`config.mk`:
```
export PLATFORM = sky130hd
export DESIGN_NAME = uart_fractional_baud_divider_search_core_flat
export DESIGN_NICKNAME = d
export VERILOG_FILES = /design/src/rtl/ufbd_pkg.sv /design/src/rtl/ufbd_in_if.sv /design/src/rtl/ufbd_out_if.sv /design/src/rtl/ufbd_cfg_if.sv /design/src/rtl/ufbd_div.sv /design/src/rtl/uart_fractional_baud_divider_search_core.sv /design/src/flat_wrapper.sv
export SDC_FILE = /design/constraint.sdc
export NUM_CORES = 1
export LEC_CHECK = 0
export BUFFER_PORTS_ARGS = -buffer_cell sky130_fd_sc_hd__buf_2
export CAP_MARGIN = 15
export CORE_MARGIN = 2
export CORE_UTILIZATION = 42
export CTS_BUF_LIST = sky130_fd_sc_hd__clkbuf_8
export DETAILED_ROUTE_END_ITERATION = 12
export PLACE_DENSITY = 0.58
export SKIP_LAST_GASP = 1
export SLEW_MARGIN = 10
export SYNTH_ARGS = -nofsm -noshare
export SYNTH_HDL_FRONTEND = slang
export SYNTH_SLANG_ARGS = --single-unit
```
`constraint.sdc`:
```
create_clock -name clk -period 13.2 [get_ports clk]
set_input_delay 3.3 -clock clk [delete_from_list [all_inputs] [get_ports clk]]
set_output_delay 3.3 -clock clk [all_outputs]
set_load 0.005 [all_outputs]
```
`src/rtl/ufbd_pkg.sv`:
```
// ----------------------------------------------------------------------------
// ufbd_pkg: shared types and constants
// Field types, limits and register indexes of the fractional baud divider
// search core.
// ----------------------------------------------------------------------------
package ufbd_pkg;

  // Field widths
  localparam int PCLK_W   = 28;
  localparam int PCT_W    = 7;
  localparam int BAUD_W   = 22;
  localparam int DIV_W    = 16;
  localparam int FRAC_W   = 4;
  localparam int ERR_W    = 17;
  localparam int CFG_IDX_W = 1;

  // Divider unit widths: dividend holds mul * (pclk / 16), divisor holds a baud rate
  localparam int UCLK_W   = PCLK_W - 4;
  localparam int DVD_W    = FRAC_W + UCLK_W;
  localparam int DVS_W    = BAUD_W;
  localparam int CAND_W   = UCLK_W + 1;
  localparam int ACC_W    = BAUD_W + PCT_W;

  typedef logic [PCLK_W-1:0]    pclk_t;
  typedef logic [PCT_W-1:0]     pct_t;
  typedef logic [BAUD_W-1:0]    baud_t;
  typedef logic [DIV_W-1:0]     div_t;
  typedef logic [FRAC_W-1:0]    frac_t;
  typedef logic [ERR_W-1:0]     err_t;
  typedef logic [CFG_IDX_W-1:0] cfg_idx_t;
  typedef logic [DVD_W-1:0]     dvd_t;
  typedef logic [DVS_W-1:0]     dvs_t;

  // Search limits
  localparam err_t  NO_PAIR_ERROR = 17'd100000;
  localparam int    DIV_LIMIT     = 65536;
  localparam int    DIV_MIN       = 3;
  localparam frac_t FRAC_MAX      = 4'd15;
  localparam int    PERCENT_SCALE = 100;

  // Register indexes and reset values
  localparam cfg_idx_t CFG_PCLK_HZ = 1'b0;
  localparam cfg_idx_t CFG_ACC_PCT = 1'b1;
  localparam pclk_t    PCLK_RESET  = 28'd25000000;
  localparam pct_t     PCT_RESET   = 7'd3;

endpackage

```
`src/rtl/ufbd_in_if.sv`:
```
// ----------------------------------------------------------------------------
// ufbd_in_if: request channel
// Carries the target baud rate with a valid/ready handshake.
// ----------------------------------------------------------------------------
interface ufbd_in_if import ufbd_pkg::*; ();
  logic  valid;
  logic  ready;
  baud_t target_baud;

  modport source (output valid, output target_baud, input ready);
  modport sink   (input valid, input target_baud, output ready);
endinterface

```
`src/rtl/ufbd_out_if.sv`:
```
// ----------------------------------------------------------------------------
// ufbd_out_if: result channel
// Carries the chosen divider settings with a valid/ready handshake.
// ----------------------------------------------------------------------------
interface ufbd_out_if import ufbd_pkg::*; ();
  logic  valid;
  logic  ready;
  logic  accepted;
  div_t  divisor;
  frac_t mul_val;
  frac_t div_add_val;
  err_t  best_error;

  modport source (output valid, output accepted, output divisor, output mul_val,
                  output div_add_val, output best_error, input ready);
  modport sink   (input valid, input accepted, input divisor, input mul_val,
                  input div_add_val, input best_error, output ready);
endinterface

```
`src/rtl/ufbd_cfg_if.sv`:
```
// ----------------------------------------------------------------------------
// ufbd_cfg_if: configuration write channel
// Carries a register index and write data with a valid/ready handshake.
// ----------------------------------------------------------------------------
interface ufbd_cfg_if import ufbd_pkg::*; ();
  logic     valid;
  logic     ready;
  cfg_idx_t addr;
  pclk_t    wdata;

  modport source (output valid, output addr, output wdata, input ready);
  modport sink   (input valid, input addr, input wdata, output ready);
endinterface

```
`src/rtl/ufbd_div.sv`:
```
// ----------------------------------------------------------------------------
// ufbd_div: serial restoring divider
// Unsigned divide, one quotient bit per cycle; done pulses with the results.
// ----------------------------------------------------------------------------
module ufbd_div import ufbd_pkg::*; (
  input  logic clk,
  input  logic rst_n,
  input  logic start,
  input  dvd_t dividend,
  input  dvs_t divisor,
  output logic done,
  output dvd_t quotient,
  output dvs_t remainder
);

  localparam int CNT_W = $clog2(DVD_W);

  logic             busy_r, busy_nxt;
  logic             done_r, done_nxt;
  logic [CNT_W-1:0] cnt_r, cnt_nxt;
  dvd_t             quo_r, quo_nxt;
  dvs_t             rem_r, rem_nxt;
  dvs_t             dvs_r, dvs_nxt;

  logic [DVS_W:0]   trial;
  logic [DVS_W:0]   diff;
  logic             fits;

  assign trial = {rem_r, quo_r[DVD_W-1]};
  assign diff  = trial - {1'b0, dvs_r};
  assign fits  = trial >= {1'b0, dvs_r};

  always_comb begin
    busy_nxt = busy_r;
    done_nxt = 1'b0;
    cnt_nxt  = cnt_r;
    quo_nxt  = quo_r;
    rem_nxt  = rem_r;
    dvs_nxt  = dvs_r;
    if (start) begin
      busy_nxt = 1'b1;
      cnt_nxt  = '0;
      quo_nxt  = dividend;
      rem_nxt  = '0;
      dvs_nxt  = divisor;
    end else if (busy_r) begin
      // shift in one dividend bit, subtract when it fits
      rem_nxt = fits ? diff[DVS_W-1:0] : trial[DVS_W-1:0];
      quo_nxt = {quo_r[DVD_W-2:0], fits};
      cnt_nxt = cnt_r + 1'b1;
      if (cnt_r == CNT_W'(DVD_W - 1)) begin
        busy_nxt = 1'b0;
        done_nxt = 1'b1;
      end
    end
  end

  always_ff @(posedge clk) begin
    if (!rst_n) begin
      busy_r <= 1'b0;
      done_r <= 1'b0;
      cnt_r  <= '0;
    end else begin
      busy_r <= busy_nxt;
      done_r <= done_nxt;
      cnt_r  <= cnt_nxt;
    end
    quo_r <= quo_nxt;
    rem_r <= rem_nxt;
    dvs_r <= dvs_nxt;
  end

  assign done      = done_r;
  assign quotient  = quo_r;
  assign remainder = rem_r;

endmodule

```
`src/rtl/uart_fractional_baud_divider_search_core.sv`:
```
// ----------------------------------------------------------------------------
// uart_fractional_baud_divider_search_core: fractional baud divider search
// Finds divisor, multiplier and add value of a 16x-oversampling UART for a
// requested baud rate, using one shared serial divider.
// ----------------------------------------------------------------------------
// One request takes one target baud rate and returns one result. The search
// walks multiplier 1..15 (outer) and add value 0..15 (inner); each pair runs
// up to three divisions through a single restoring divider that resolves one
// quotient bit per cycle: the scaled clock, the rounded divisor and the
// achieved baud rate. A pair whose divisor falls outside 3..65535 skips the
// third division. The search ends early at the first pair with zero error,
// and a zero target goes to the output register without a search. The
// request channel is ready only while no search runs; a finished result
// waits in the output register, so the next request is taken while it is
// pending. Write pclk_hz and accept_error_percent only while no request is
// in flight.
module uart_fractional_baud_divider_search_core import ufbd_pkg::*; (
  input  logic clk,
  input  logic rst_n,
  ufbd_in_if.sink    in_ch,
  ufbd_out_if.source out_ch,
  ufbd_cfg_if.sink   cfg_ch
);

  // Sequencer states
  localparam logic [3:0] S_IDLE  = 4'd0;
  localparam logic [3:0] S_SCALE = 4'd1;  // start scaled clock division
  localparam logic [3:0] S_WAIT1 = 4'd2;  // scaled clock ready, start divisor division
  localparam logic [3:0] S_WAIT2 = 4'd3;  // round divisor, start rate division
  localparam logic [3:0] S_WAIT3 = 4'd4;  // compare error, keep the best pair
  localparam logic [3:0] S_NEXT  = 4'd5;  // advance to the next pair
  localparam logic [3:0] S_OUT   = 4'd6;  // hand result to the output register

  logic [3:0]        state_r, state_nxt;

  // Configuration
  pclk_t             pclk_r, pclk_nxt;
  pct_t              pct_r, pct_nxt;

  // Search working registers
  baud_t             baud_r, baud_nxt;
  frac_t             mul_r, mul_nxt;
  frac_t             add_r, add_nxt;
  logic [UCLK_W-1:0] scaled_r, scaled_nxt;
  frac_t             best_mul_r, best_mul_nxt;
  frac_t             best_add_r, best_add_nxt;
  div_t              best_div_r, best_div_nxt;
  err_t              best_err_r, best_err_nxt;
  div_t              cand_div_r, cand_div_nxt;

  // Output register
  logic              out_valid_r, out_valid_nxt;
  logic              out_acc_r, out_acc_nxt;
  div_t              out_div_r, out_div_nxt;
  frac_t             out_mul_r, out_mul_nxt;
  frac_t             out_add_r, out_add_nxt;
  err_t              out_err_r, out_err_nxt;

  // Shared divider
  logic              div_start;
  dvd_t              div_dvd;
  dvs_t              div_dvs;
  logic              div_done;
  dvd_t              div_quo;
  dvs_t              div_rem;

  logic              in_fire;
  logic              out_load;
  logic [UCLK_W-1:0] uclk;
  dvd_t              scale_prod;
  logic              round_up;
  logic [CAND_W-1:0] cand;
  logic              cand_ok;
  logic [UCLK_W-1:0] got;
  logic [UCLK_W-1:0] baud_ext;
  logic [UCLK_W-1:0] err;
  logic              better;
  logic              last_pair;
  logic [ACC_W-1:0]  err_budget;
  logic [ACC_W-1:0]  err_floor;
  logic              accept_now;

  ufbd_div u_div (
    .clk       (clk),
    .rst_n     (rst_n),
    .start     (div_start),
    .dividend  (div_dvd),
    .divisor   (div_dvs),
    .done      (div_done),
    .quotient  (div_quo),
    .remainder (div_rem)
  );

  assign in_fire = in_ch.valid && (state_r == S_IDLE);

  // UART clock is pclk / 16; scaled clock numerator is mul * uclk
  assign uclk       = pclk_r[PCLK_W-1:4];
  assign scale_prod = DVD_W'(mul_r) * DVD_W'(uclk);

  // Round to nearest with ties down: bump when remainder exceeds half the target
  assign round_up = div_rem > DVS_W'(baud_r >> 1);
  assign cand     = CAND_W'(div_quo[UCLK_W-1:0]) + CAND_W'(round_up);
  assign cand_ok  = (cand >= CAND_W'(DIV_MIN)) && (cand < CAND_W'(DIV_LIMIT));

  // Achieved rate and its absolute error
  assign got      = div_quo[UCLK_W-1:0];
  assign baud_ext = UCLK_W'(baud_r);
  assign err      = (got <= baud_ext) ? (baud_ext - got) : (got - baud_ext);
  assign better   = err < UCLK_W'(best_err_r);

  assign last_pair = (mul_r == FRAC_MAX) && (add_r == FRAC_MAX);

  // err < floor(baud * pct / 100)  <=>  baud * pct >= 100 * (err + 1)
  assign err_budget = ACC_W'(baud_r) * ACC_W'(pct_r);
  assign err_floor  = (ACC_W'(best_err_r) + ACC_W'(1)) * ACC_W'(PERCENT_SCALE);
  assign accept_now = err_budget >= err_floor;

  assign out_load = (state_r == S_OUT) && (!out_valid_r || out_ch.ready);

  always_comb begin
    state_nxt    = state_r;
    baud_nxt     = baud_r;
    mul_nxt      = mul_r;
    add_nxt      = add_r;
    scaled_nxt   = scaled_r;
    best_mul_nxt = best_mul_r;
    best_add_nxt = best_add_r;
    best_div_nxt = best_div_r;
    best_err_nxt = best_err_r;
    cand_div_nxt = cand_div_r;
    div_start    = 1'b0;
    div_dvd      = scale_prod;
    div_dvs      = DVS_W'(mul_r) + DVS_W'(add_r);

    unique case (state_r)
      S_IDLE: begin
        if (in_fire) begin
          baud_nxt     = in_ch.target_baud;
          mul_nxt      = frac_t'(1);
          add_nxt      = '0;
          best_mul_nxt = frac_t'(1);
          best_add_nxt = '0;
          best_div_nxt = '0;
          best_err_nxt = NO_PAIR_ERROR;
          // no pair can work for a zero target
          state_nxt    = (in_ch.target_baud == '0) ? S_OUT : S_SCALE;
        end
      end
      S_SCALE: begin
        div_start = 1'b1;
        state_nxt = S_WAIT1;
      end
      S_WAIT1: begin
        if (div_done) begin
          scaled_nxt = div_quo[UCLK_W-1:0];
          div_start  = 1'b1;
          div_dvd    = div_quo;
          div_dvs    = baud_r;
          state_nxt  = S_WAIT2;
        end
      end
      S_WAIT2: begin
        if (div_done) begin
          if (cand_ok) begin
            cand_div_nxt = cand[DIV_W-1:0];
            div_start    = 1'b1;
            div_dvd      = DVD_W'(scaled_r);
            div_dvs      = DVS_W'(cand[DIV_W-1:0]);
            state_nxt    = S_WAIT3;
          end else begin
            // divisor out of range: drop the pair
            state_nxt = S_NEXT;
          end
        end
      end
      S_WAIT3: begin
        if (div_done) begin
          state_nxt = S_NEXT;
          if (better) begin
            best_mul_nxt = mul_r;
            best_add_nxt = add_r;
            best_div_nxt = cand_div_r;
            best_err_nxt = err[ERR_W-1:0];
            // exact hit ends the search
            if (err == '0) begin
              state_nxt = S_OUT;
            end
          end
        end
      end
      S_NEXT: begin
        if (last_pair) begin
          state_nxt = S_OUT;
        end else begin
          if (add_r == FRAC_MAX) begin
            add_nxt = '0;
            mul_nxt = mul_r + 1'b1;
          end else begin
            add_nxt = add_r + 1'b1;
          end
          state_nxt = S_SCALE;
        end
      end
      S_OUT: begin
        if (out_load) begin
          state_nxt = S_IDLE;
        end
      end
      default: begin
        state_nxt = S_IDLE;
      end
    endcase
  end

  // Output register: hold until taken, load the finished search when free
  always_comb begin
    out_valid_nxt = out_valid_r;
    out_acc_nxt   = out_acc_r;
    out_div_nxt   = out_div_r;
    out_mul_nxt   = out_mul_r;
    out_add_nxt   = out_add_r;
    out_err_nxt   = out_err_r;
    if (out_load) begin
      out_valid_nxt = 1'b1;
      out_acc_nxt   = accept_now;
      out_div_nxt   = best_div_r;
      out_mul_nxt   = best_mul_r;
      out_add_nxt   = best_add_r;
      out_err_nxt   = best_err_r;
    end else if (out_valid_r && out_ch.ready) begin
      out_valid_nxt = 1'b0;
    end
  end

  // Configuration writes; unknown indexes are ignored
  always_comb begin
    pclk_nxt = pclk_r;
    pct_nxt  = pct_r;
    if (cfg_ch.valid) begin
      unique case (cfg_ch.addr)
        CFG_PCLK_HZ: pclk_nxt = cfg_ch.wdata;
        CFG_ACC_PCT: pct_nxt  = cfg_ch.wdata[PCT_W-1:0];
        default:     pclk_nxt = pclk_r;
      endcase
    end
  end

  always_ff @(posedge clk) begin
    if (!rst_n) begin
      state_r     <= S_IDLE;
      out_valid_r <= 1'b0;
      pclk_r      <= PCLK_RESET;
      pct_r       <= PCT_RESET;
    end else begin
      state_r     <= state_nxt;
      out_valid_r <= out_valid_nxt;
      pclk_r      <= pclk_nxt;
      pct_r       <= pct_nxt;
    end
    baud_r     <= baud_nxt;
    mul_r      <= mul_nxt;
    add_r      <= add_nxt;
    scaled_r   <= scaled_nxt;
    best_mul_r <= best_mul_nxt;
    best_add_r <= best_add_nxt;
    best_div_r <= best_div_nxt;
    best_err_r <= best_err_nxt;
    cand_div_r <= cand_div_nxt;
    out_acc_r  <= out_acc_nxt;
    out_div_r  <= out_div_nxt;
    out_mul_r  <= out_mul_nxt;
    out_add_r  <= out_add_nxt;
    out_err_r  <= out_err_nxt;
  end

  assign in_ch.ready        = (state_r == S_IDLE);
  assign cfg_ch.ready       = 1'b1;
  assign out_ch.valid       = out_valid_r;
  assign out_ch.accepted    = out_acc_r;
  assign out_ch.divisor     = out_div_r;
  assign out_ch.mul_val     = out_mul_r;
  assign out_ch.div_add_val = out_add_r;
  assign out_ch.best_error  = out_err_r;

endmodule

```
`src/flat_wrapper.sv`:
```
// flat-port wrapper written by rule: the top's interface ports become plain ports
module uart_fractional_baud_divider_search_core_flat import ufbd_pkg::*;
  (clk, rst_n, in_ch_valid, in_ch_target_baud, in_ch_ready, out_ch_valid, out_ch_accepted, out_ch_divisor, out_ch_mul_val, out_ch_div_add_val, out_ch_best_error, out_ch_ready, cfg_ch_valid, cfg_ch_addr, cfg_ch_wdata, cfg_ch_ready);
  ufbd_in_if in_ch_i ();
  ufbd_out_if out_ch_i ();
  ufbd_cfg_if cfg_ch_i ();
  input  logic clk;
  input  logic rst_n;
  input wire logic [$bits(in_ch_i.valid)-1:0] in_ch_valid;
  input wire logic [$bits(in_ch_i.target_baud)-1:0] in_ch_target_baud;
  output wire logic [$bits(in_ch_i.ready)-1:0] in_ch_ready;
  output wire logic [$bits(out_ch_i.valid)-1:0] out_ch_valid;
  output wire logic [$bits(out_ch_i.accepted)-1:0] out_ch_accepted;
  output wire logic [$bits(out_ch_i.divisor)-1:0] out_ch_divisor;
  output wire logic [$bits(out_ch_i.mul_val)-1:0] out_ch_mul_val;
  output wire logic [$bits(out_ch_i.div_add_val)-1:0] out_ch_div_add_val;
  output wire logic [$bits(out_ch_i.best_error)-1:0] out_ch_best_error;
  input wire logic [$bits(out_ch_i.ready)-1:0] out_ch_ready;
  input wire logic [$bits(cfg_ch_i.valid)-1:0] cfg_ch_valid;
  input wire logic [$bits(cfg_ch_i.addr)-1:0] cfg_ch_addr;
  input wire logic [$bits(cfg_ch_i.wdata)-1:0] cfg_ch_wdata;
  output wire logic [$bits(cfg_ch_i.ready)-1:0] cfg_ch_ready;
  assign in_ch_i.valid = in_ch_valid;
  assign in_ch_i.target_baud = in_ch_target_baud;
  assign in_ch_ready = in_ch_i.ready;
  assign out_ch_valid = out_ch_i.valid;
  assign out_ch_accepted = out_ch_i.accepted;
  assign out_ch_divisor = out_ch_i.divisor;
  assign out_ch_mul_val = out_ch_i.mul_val;
  assign out_ch_div_add_val = out_ch_i.div_add_val;
  assign out_ch_best_error = out_ch_i.best_error;
  assign out_ch_i.ready = out_ch_ready;
  assign cfg_ch_i.valid = cfg_ch_valid;
  assign cfg_ch_i.addr = cfg_ch_addr;
  assign cfg_ch_i.wdata = cfg_ch_wdata;
  assign cfg_ch_ready = cfg_ch_i.ready;
  uart_fractional_baud_divider_search_core u_core (.clk(clk), .rst_n(rst_n), .in_ch(in_ch_i), .out_ch(out_ch_i), .cfg_ch(cfg_ch_i));
endmodule
```
==> flow_summary.json <==
{
  "status": "finished clean",
  "peakVddDrop_mv": 0.134,
  "yosys_warnings": 0,
  "syn_area_per_cell_um2": 9.40,
  "p_leak_uw": 0.0125,
  "viasPerCell": 5.58,
  "antenna_found_initial": 2,
  "drive_gt1_frac": 0.0939,
  "cts_root_buffer": "clkbuf_8",
  "globalplace.congestion": 0.995,
  "first_iter_violations": 1346,
  "syn2layout_area_growth_pct": 8.72,
  "fillerInstances": 5669,
  "tightest_slew_ps": 1160,
  "yosys-top-cells-count": "318 x inv_1, 276 x ha_1, 272 x nand2_1",
  "fmax_mhz": 139,
  "start_util": 0.426,
  "synth_seq_cells": 267,
  "grt_remaining_overflow": 0,
  "relSlewSlack": 0.226,
  "port_buffers": 99,
  "ys.flop_type": "edfxtp_1",
  "crit_buf_inv": 2,
  "worstSetupPathType": "reg -> reg",
  "cts.sinks": 267,
  "wl_mm": 73.8,
  "cts_tree": "done",
  "fin_nets": 3241,
  "rows": 89,
  "syn_nets": 3175,
  "worst-path-max-fanout": 23,
  "setup_viol": 0,
  "ioPinCount": 101,
  "fin_ws_ps": 6030,
  "dr.pass1.iters": 5,
  "grt_pass1_wl_mm": 116,
  "path_clk_slew_ps": 80,
  "cts.path.max_buffers": 3,
  "power_density_mw_per_mm2": 278,
  "ant_nets": 0,
  "cap_violations": 0,
  "cp.arrival_ps": 7580,
  "rsz0062_at_grt": "false",
  "synth_area_leader_cell": "edfxtp_1",
  "dp_hpwl_mm": 57.4,
  "cts_resized": 0,
  "cts_setup_buffers": 0,
  "synthCells": 2683,
  "holdBufCountCts": 0,
  "yosysSeqAreaShare": 0.292,
  "min_path_type": "reg -> reg",
  "die_y_um": 249,
  "yosys.cell_types.count": 100,
  "yosysMostFrequentCell": "inv_1",
  "period_share": 0.543,
  "cp_common_cell": "a21o_1",
  "pre_cts_ws_ps": 6010,
  "core_mm2": 0.0592,
  "async_reset_ff_frac": 0,
  "crit_path_max_incr_delay_ps": 850,
  "setup_tns_ps": 0,
  "slew_violations": 0,
  "skew_ps": 22.7,
  "drc": 0,
  "hold_viol_final": 0,
  "cts_buffers": 51,
  "dieWidth_um": 249,
  "cpMaxStageDelayCell": "dfxtp_1",
  "synth_edf_count": 203,
  "cp-end-kind": "flip-flop",
  "clk_latency_ps": 670,
  "hold_ws_ps": 414,
  "wl_per_cell_um": 20.7,
  "vias": 19873,
  "htreeDepth": 2,
  "grt_pass1_vias": 19964,
  "worstPathRequired_ps": 13610,
  "synth.top_cell.area_share": 0.242,
  "die_area_mm2": 0.0620,
  "cp_top_family": "adder cells",
  "grt_max_degree": 56,
  "syn-cell-area_mm2": 0.0252,
  "start_kind": "flip-flop",
  "period_minus_slack_ps": 7170,
  "track_usage": 0.237,
  "synth_area_leaders": "edfxtp_1 24%, ha_1 14%, fa_1 13%"
}
==> final cells by class <==
type | count | area [um^2] | share of cell area
Tap cell | 773 | 967 | 0.0353
Inverter | 321 | 1200 | 0.0439
Clock inverter | 32 | 255 | 0.00931
Antenna cell | 1 | 2.50 | 0.0000912
Clock buffer | 61 | 840 | 0.0306
Multi-Input combinational cell | 1994 | 16200 | 0.590
Timing Repair Buffer | 114 | 608 | 0.0222
Sequential cell | 267 | 7380 | 0.269
==> metrics by stage <==
step / power (uW) / instances / instance area (um^2) / utilization
after floorplan: 5280 / 2683 / 25200 / -
after global placement: 6570 / 3469 / 26300 / 0.444
after detailed placement: 6650 / 3469 / 26300 / 0.444
after CTS: 7600 / 3562 / 27400 / 0.463
after global routing: 8350 / 3562 / 27400 / 0.463
final: 7630 / 3563 / 27400 / 0.463
==> worst paths after layout <==
| check | slack [ps] | start | to | cells past startpoint |
|---|---|---|---|---|
| setup / recovery | 6030 | u_core.pct_r[5] | u_core.out_ch.accepted | 27 |
| hold reg to reg | 410 | u_core.best_div_r[5] | u_core.out_ch.divisor[5] | 0 |
| hold / removal | 410 | u_core.best_div_r[5] | u_core.out_ch.divisor[5] | 0 |
| setup reg to reg | 6030 | u_core.pct_r[5] | u_core.out_ch.accepted | 27 |
==> state kept, by name (all words and copies together), names as in the netlist, 5 cells and up <==
| register | cells |
|---|---|
| u_core.u_div.cnt_r | 5 |
| u_core.u_div.quotient | 28 |
| u_core.baud_r | 22 |
| u_core.pct_r | 7 |
| u_core.pclk_r | 24 |
| u_core.out_ch.best_error | 17 |
| u_core.out_ch.divisor | 16 |
| u_core.scaled_r | 24 |
| u_core.cand_div_r | 16 |
| u_core.best_err_r | 17 |
| u_core.best_div_r | 16 |
| u_core.u_div.dvs_r | 22 |
| u_core.u_div.remainder | 22 |
==> kinds of logic after synthesis <==
kind of cell | after synthesis | synth area share
compound gates | 530 | 0.143
xor+xnor | 132 | 0.0461
fa+ha+maj | 436 | 0.264
buf+inv | 422 | 0.0677
flops | 267 | 0.292
mux | 27 | 0.0110
other cells | 1 | 0.000149
simple gates | 868 | 0.176
==> layer usage <==
layer | wire length (um) | vias to the layer above | share of wire | global-route usage
li1 | - | 9400 | - | -
met1 | 34500 | 9722 | 0.47 | 0.339
met2 | 31900 | 616 | 0.43 | 0.361
met3 | 4660 | 133 | 0.063 | 0.0400
met4 | 2850 | 2 | 0.039 | 0.0873
met5 | 12 | - | 0.00016 | 0
==> placed cells by master, fill, tap and decap left out, types with 26 or more instances in the layout <==
cell type | Yosys | layout
a21o_1 | 54 | 54
a21oi_1 | 149 | 149
and2_1 | 178 | 178
buf_2 | 19 | 99
clkbuf_8 | 0 | 61
dfxtp_1 | 64 | 63
edfxtp_1 | 203 | 203
fa_1 | 160 | 160
ha_1 | 276 | 276
inv_1 | 318 | 327
nand2_1 | 272 | 272
nand2b_1 | 30 | 30
nand3_1 | 64 | 64
nand4_1 | 26 | 26
nor2_1 | 135 | 134
nor3_1 | 37 | 35
nor4_1 | 26 | 26
o21ai_0 | 105 | 105
xnor2_1 | 91 | 91
xor2_1 | 40 | 40
==> power by group <==
| part | switching (uW) | total [uW] | internal [uW] | leakage, uW |
|---|---|---|---|---|
| Sequential | 312 | 1490 | 1170 | 0.00241 |
| Clock | 411 | 896 | 485 | 0.000601 |
| Combinational | 3130 | 5250 | 2120 | 0.00946 |
No activity file was read; power rests on OpenSTA's default activity.
